===== config.mk =====
export PLATFORM = sky130hd
export DESIGN_NAME = sorted_key_set_insert_find_unit
export DESIGN_NICKNAME = d
export VERILOG_FILES = /design/src/sv/skif_pkg.sv /design/src/sv/skif_cell.sv /design/src/sv/sorted_key_set_insert_find_unit.sv
export VERILOG_INCLUDE_DIRS = /design/src /design/src/sv
export SDC_FILE = /design/constraint.sdc
export NUM_CORES = 2
export LEC_CHECK = 0
export BUFFER_PORTS_ARGS = -buffer_cell sky130_fd_sc_hd__buf_4
export CAP_MARGIN = 20
export CORE_MARGIN = 4
export CORE_UTILIZATION = 48
export CTS_CLUSTER_SIZE = 16
export DETAILED_ROUTE_END_ITERATION = 16
export PLACE_DENSITY = 0.72
export SYNTH_ARGS = -nofsm -noshare
export SYNTH_HDL_FRONTEND = slang
export SYNTH_SLANG_ARGS = --single-unit

===== constraint.sdc =====
create_clock -name aclk -period 17.21 [get_ports aclk]
set_input_delay 2.5815 -clock aclk [delete_from_list [all_inputs] [get_ports aclk]]
set_output_delay 2.5815 -clock aclk [all_outputs]
set_load 0.02 [all_outputs]

===== src/sv/sorted_key_set_insert_find_unit_assert.svh =====
// ---------------------------------------------------------------------------
// Assertion macros for the sorted key set
// Shared assertion forms, clocked on aclk and quiet while aresetn is low.
// ---------------------------------------------------------------------------
`ifndef SORTED_KEY_SET_INSERT_FIND_UNIT_ASSERT_SVH
`define SORTED_KEY_SET_INSERT_FIND_UNIT_ASSERT_SVH

// Same-cycle implication
`define SKIF_ASSERT_IMPL(lbl, ant, con) \
    lbl: assert property (@(posedge aclk) disable iff (!aresetn) (ant) |-> (con)) \
        else $error("sorted key set: same-cycle check failed");

// Next-cycle implication
`define SKIF_ASSERT_NEXT(lbl, ant, con) \
    lbl: assert property (@(posedge aclk) disable iff (!aresetn) (ant) |=> (con)) \
        else $error("sorted key set: next-cycle check failed");

`endif


===== src/sv/skif_pkg.sv =====
// ---------------------------------------------------------------------------
// Sorted key set package
// Key type, stream field layout, opcodes, control and flag structs.
// ---------------------------------------------------------------------------
package skif_pkg;

    localparam int KEY_W   = 23;
    localparam int S_DATA_W = 24;
    localparam int M_DATA_W = 16;
    localparam int POS_W   = 6;
    localparam int ENT_W   = 7;

    typedef logic [KEY_W-1:0] key_t;

    localparam logic OP_INSERT = 1'b0;
    localparam logic OP_FIND   = 1'b1;

    typedef enum logic {
        ST_IDLE,
        ST_DEC
    } skif_state_t;

    // Strobes sent down the row of cells
    typedef struct packed {
        logic cmp;
        logic shift;
    } skif_ctl_t;

    // Per-cell compare result
    typedef struct packed {
        logic lt;
        logic eq;
    } skif_flag_t;

endpackage


===== src/sv/skif_cell.sv =====
// ---------------------------------------------------------------------------
// Sorted key set cell
// Holds one key, compares it against the incoming key and shifts up by one
// place on insert when its key is not smaller than the new one.
// ---------------------------------------------------------------------------
module skif_cell
    import skif_pkg::*;
(
    input  logic       aclk,
    input  skif_ctl_t  ctl,
    input  logic       occ,
    input  key_t       cmp_key,
    input  key_t       new_key,
    input  key_t       left_key,
    input  logic       left_lt,
    output key_t       key_q,
    output skif_flag_t flag_q,
    output logic       boundary
);

    key_t       key_reg;
    key_t       key_next;
    skif_flag_t flag_reg;
    skif_flag_t flag_next;

    always_comb begin
        flag_next = flag_reg;
        key_next  = key_reg;
        if (ctl.cmp) begin
            flag_next.lt = occ && (key_reg < cmp_key);
            flag_next.eq = occ && (key_reg == cmp_key);
        end
        // take the new key at the insert point, the left neighbor above it
        if (ctl.shift && !flag_reg.lt) begin
            key_next = left_lt ? new_key : left_key;
        end
    end

    always_ff @(posedge aclk) begin
        key_reg  <= key_next;
        flag_reg <= flag_next;
    end

    assign key_q    = key_reg;
    assign flag_q   = flag_reg;
    assign boundary = left_lt && !flag_reg.lt;

endmodule


===== src/sv/sorted_key_set_insert_find_unit.sv =====
// ---------------------------------------------------------------------------
// Sorted key set, insert and find
// Ordered set of unique (category, elem_index, param_type) keys in a row of
// cells; each result word reports hit, rank, entry count and overflow.
// ---------------------------------------------------------------------------
// For each word, on the accepting edge every cell compares its key against
// the new one; on the commit edge that follows, once the output register is
// free, the flags are decoded into the rank, the row shifts by one place on a
// fresh insert and the result is loaded into the output register. A new word
// is taken only once the previous result has left decode. Entries above the
// fill count are never read and need no clearing after reset.
module sorted_key_set_insert_find_unit
    import skif_pkg::*;
#(
    parameter int TABLE_DEPTH = 64
) (
    input  logic                aclk,
    input  logic                aresetn,
    // opcode[0], category[2:1], elem_index[18:3], param_type[23:19]
    input  logic [S_DATA_W-1:0] s_tdata,
    input  logic                s_tvalid,
    output logic                s_tready,
    // present[0], position[6:1], entries[13:7], overflow[14]
    output logic [M_DATA_W-1:0] m_tdata,
    output logic                m_tvalid,
    input  logic                m_tready
);

    `include "sorted_key_set_insert_find_unit_assert.svh"

    localparam int CNT_W = $clog2(TABLE_DEPTH + 1);
    localparam int IDX_W = $clog2(TABLE_DEPTH);

    skif_state_t         state_reg, state_next;
    logic [CNT_W-1:0]    count_reg, count_next;
    key_t                key_reg, key_next;
    logic                op_reg, op_next;
    logic                m_valid_reg, m_valid_next;
    logic [M_DATA_W-1:0] m_data_reg, m_data_next;

    key_t                in_key;
    logic                s_acc;
    skif_ctl_t           ctl;
    key_t                cell_key [TABLE_DEPTH];
    skif_flag_t          cell_flag [TABLE_DEPTH];
    logic [TABLE_DEPTH-1:0] bound;
    logic [TABLE_DEPTH-1:0] eq_vec;
    logic [IDX_W-1:0]    rank;
    logic                hit;
    logic                full;
    logic                ins_ok;
    logic                commit;
    logic                present;
    logic                overflow;
    logic [31:0]         pos_ext;
    logic [31:0]         ent_ext;

    assign in_key = {s_tdata[2:1], s_tdata[18:3], s_tdata[23:19]};
    assign s_tready = (state_reg == ST_IDLE);
    assign s_acc    = s_tvalid && s_tready;

    // row of cells
    for (genvar i = 0; i < TABLE_DEPTH; i++) begin : g_cell
        key_t left_key;
        logic left_lt;
        logic occ;
        if (i == 0) begin : g_first
            assign left_key = key_reg;
            assign left_lt  = 1'b1;
        end else begin : g_rest
            assign left_key = cell_key[i-1];
            assign left_lt  = cell_flag[i-1].lt;
        end
        assign occ       = (CNT_W'(i) < count_reg);
        assign eq_vec[i] = cell_flag[i].eq;
        skif_cell u_cell (
            .aclk     (aclk),
            .ctl      (ctl),
            .occ      (occ),
            .cmp_key  (in_key),
            .new_key  (key_reg),
            .left_key (left_key),
            .left_lt  (left_lt),
            .key_q    (cell_key[i]),
            .flag_q   (cell_flag[i]),
            .boundary (bound[i])
        );
    end

    // one-hot insert point to rank
    always_comb begin
        rank = '0;
        for (int i = 0; i < TABLE_DEPTH; i++) begin
            if (bound[i]) begin
                rank = rank | IDX_W'(i);
            end
        end
    end

    assign hit    = |eq_vec;
    assign full   = (count_reg == CNT_W'(TABLE_DEPTH));
    assign commit = (state_reg == ST_DEC) && (!m_valid_reg || m_tready);
    assign ins_ok = (op_reg == OP_INSERT) && !hit && !full;

    always_comb begin
        state_next   = state_reg;
        count_next   = count_reg;
        key_next     = key_reg;
        op_next      = op_reg;
        m_valid_next = m_valid_reg;
        m_data_next  = m_data_reg;
        ctl.cmp      = 1'b0;
        ctl.shift    = 1'b0;
        present      = 1'b0;
        overflow     = 1'b0;
        pos_ext      = '0;
        ent_ext      = '0;

        if (m_valid_reg && m_tready) begin
            m_valid_next = 1'b0;
        end

        case (state_reg)
            ST_IDLE: begin
                if (s_acc) begin
                    ctl.cmp    = 1'b1;
                    key_next   = in_key;
                    op_next    = s_tdata[0];
                    state_next = ST_DEC;
                end
            end
            ST_DEC: begin
                if (commit) begin
                    ctl.shift = ins_ok;
                    if (ins_ok) begin
                        count_next = count_reg + 1'b1;
                    end
                    present  = hit || ins_ok;
                    overflow = (op_reg == OP_INSERT) && !hit && full;
                    if (present) begin
                        pos_ext = 32'(rank);
                    end
                    ent_ext      = 32'(count_next);
                    m_data_next  = {1'b0, overflow, ent_ext[ENT_W-1:0],
                                    pos_ext[POS_W-1:0], present};
                    m_valid_next = 1'b1;
                    state_next   = ST_IDLE;
                end
            end
            default: begin
                state_next = ST_IDLE;
            end
        endcase
    end

    always_ff @(posedge aclk) begin
        if (!aresetn) begin
            state_reg   <= ST_IDLE;
            count_reg   <= '0;
            m_valid_reg <= 1'b0;
        end else begin
            state_reg   <= state_next;
            count_reg   <= count_next;
            m_valid_reg <= m_valid_next;
        end
    end

    always_ff @(posedge aclk) begin
        key_reg    <= key_next;
        op_reg     <= op_next;
        m_data_reg <= m_data_next;
    end

    assign m_tvalid = m_valid_reg;
    assign m_tdata  = m_data_reg;

    `SKIF_ASSERT_IMPL(a_count_bound, 1'b1, count_reg <= CNT_W'(TABLE_DEPTH))
    `SKIF_ASSERT_IMPL(a_single_point, state_reg == ST_DEC, $onehot0(bound))
    `SKIF_ASSERT_IMPL(a_hit_unique, state_reg == ST_DEC, $onehot0(eq_vec))
    `SKIF_ASSERT_NEXT(a_count_step, commit && ins_ok,
                      count_reg == $past(count_reg) + 1'b1)
    `SKIF_ASSERT_IMPL(a_ovf_not_present, m_tvalid && m_tdata[14], !m_tdata[0])

endmodule


==> impl_metrics.ini <==
[status]
status = completed

[yosys]
ys.flop_type = edfxtp_1
yosysUniqueCellTypes = 63
syn_area_per_cell_sq_um = 12.90
yosysWarnings = 0
synth_edf_count = 1639
ys_seq_area_frac = 0.4889
syn_inst = 7834
syn_area_sq_mm = 0.1010
async_flop_share = 0
syn_nets = 9336
ys_ff_latch = 1648

[placed_design]
io_buffers = 44
dp.cells = 10470
gp_congestion = 0.9846
dpl_cell_area_sq_mm = 0.1049
hpwlAfterDp_microns = 205900

[global_route]
grt_pass1_wl_microns = 458500
grt_overflow = 0
grt_start_max_net_pins = 107
grtUsageTotal = 0.2810
first_global_vias = 71690
grt_antenna_before_repair = 26

[timing]
max-slew-margin-rel = 0.1530
finalMaxSlewViolations = 0
rsz0062_at_grt = no
finalCriticalPeriod_ns = 5.654
worstMarginPinSlew_ns = 1.238
fmax_mhz = 176.9
setup-tns-final_ns = 0
fin_crit_sh = 0.3285
finalClockSkew_ns = 0.08666
finalSetupViolCount = 0
hold_violations = 0

[detailed_routing]
drc = 0
ant_nets = 0
vias = 70710
drt-initial-drc-count = 7756
via_per_inst = 6.522
finalWirelength_microns = 313900
wl_per_cell_microns = 28.95
firstDrtPassIters = 6

[worst_setup_path]
cp_num_cells = 7
cp.arrival_ns = 6.19
path_cells = nor4_1 -> nand4_1 -> or4_1 -> or2_4 -> buf_4 -> nor2_1 -> buf_4
cp.buffers_inverters = 2
worstPathMaxFanout = 35
cp_common_cell = buf_4
r2r_cells = 7
slowest_delay_ns = 0.95
start_kind = register
worstSetupEndpointType = register
slowest_stage = or4_1
required_ns = 17.75
crit_type = reg2reg
cp_top_family = simple AND/OR/NAND/NOR gates

[clocking]
cts-hold-fix-buffers = 0
cts-root-buf = clkbuf_16
cts_buffers = 178
cts.path.max_buffers = 3
htreeDepth = 4
worstSkewPairLatency_ns = 0.88
post_cts_resize_count = 0
clock_sinks = 1648
post-cts-setup-buffers = 0
cts_tree = built
clk_pin_slew_ns = 0.06

[power]
p_leak_nw = 41.55
power_density_mw_per_mm2 = 82.81
irDropWorstVdd_mv = 0.1050

[cells_and_area]
final_nets = 9377
stdcell_area_sq_mm = 0.1112
final_common_cell = edfxtp_1
stdcell_count = 10840
largest_reg_flops = 1472
area.growth.synth_to_final_pct = 10.05
drive_gt1_frac = 0.2469
layout_common_cells = 1639 x edfxtp_1, 1474 x ha_1, 1386 x mux2_2

[floorplanning]
die_h_microns = 466.8
initial_core_util = 0.4821
core-area_sq_mm = 0.2096
fp-row-count = 168
die_area_sq_mm = 0.2179
io_pins = 46
fp.dieW_microns = 466.8

[worst_hold_path]
worstHoldPathCells = 2
hp-class = reg2reg

[flow_run]
cap_viol_max_count = 0
-- synth_stat cells (69+ instances only) --
library cell  number  area [sq um]
a211oi_1         109         818.3
a21o_1           130         975.9
a21oi_1          447          2237
buf_1            114         427.9
clkbuf_1         257         964.7
edfxtp_1        1639         49220
ha_1            1474         18440
inv_1            143         536.8
mux2_2          1386         15610
nand2_1          353          1325
nand2b_1          69         431.7
nand3_1          144         720.7
nand4_1          253          1583
nor2_1           338          1269
nor2b_1           74         462.9
nor4_1            75         469.2
o21ai_0          322          1612
-- final cells by class --
| cell class | instances | area, sq um |
|---|---|---|
| fillers | 16970 | 98370 |
| multi-input cells | 5659 | 49770 |
| flip-flops and latches | 1648 | 49400 |
| clock buffers | 216 | 4597 |
| well taps | 2805 | 3510 |
| repair buffers | 245 | 2187 |
| clock inverters | 110 | 1110 |
| inverters | 143 | 591.8 |
| diodes | 15 | 37.54 |
-- final timing paths --
| path | start | end | slack [ns] |
|---|---|---|---|
| worst max-delay path | g_cell[1].u_cell.flag_q[0] | g_cell[29].u_cell.key_q[13] | 11.56 |
| worst min-delay path | m_tvalid | m_tvalid | 0.52 |
| worst max register to register | g_cell[1].u_cell.flag_q[0] | g_cell[29].u_cell.key_q[13] | 11.56 |
| worst min register to register | m_tvalid | m_tvalid | 0.52 |
-- worst min-delay path, cell delays in order, from the launching register on --
cell and delay [ns]:
dfxtp_1 0.31, nand2b_1 0.09, a21oi_1 0.07
-- routing by layer --
layer  global-route usage  wire, microns  part of all wire
met5                    0             57           0.00018
met4               0.1729          21980             0.070
met1               0.3489         118900              0.38
met3              0.06253          30240             0.096
met2               0.4469         142700              0.45
-- where the power goes --
group          total, mW  internal, mW  leakage (nW)  switching (mW)
Sequential          4.47          4.43          14.9          0.0421
Clock               3.82          2.11          2.76            1.70
Combinational      0.922         0.348          23.8           0.575
Total               9.21          6.89          41.5            2.32
-- through the flow --
step	utilization	hold WS [ns]	power, mW	setup WS [ns]
finish	0.5306	0.5160	9.209	11.56
global route	0.5304	0.5358	9.461	11.49
CTS	0.5278	0.5140	9.199	11.77
detailed placement	0.5006	0.5063	5.441	10.91
global placement	0.5002	0.5117	5.403	11.08
floorplan	-	0.4244	5.107	7.371
-- cell families after synthesis --
family / count (synthesis) / synth area share
adders and majority gates: 1474 / 0.1825
AOI/OAI and AO/OA: 1300 / 0.07887
xor gates and xnor gates: 6 / 0.0005201
muxes: 1392 / 0.1551
buffers and inverters: 527 / 0.01976
other: 1 / 0.00003711
and+or+nand+nor: 1486 / 0.07430
DFF: 1648 / 0.4889
(Power assumes the default switching activity.)
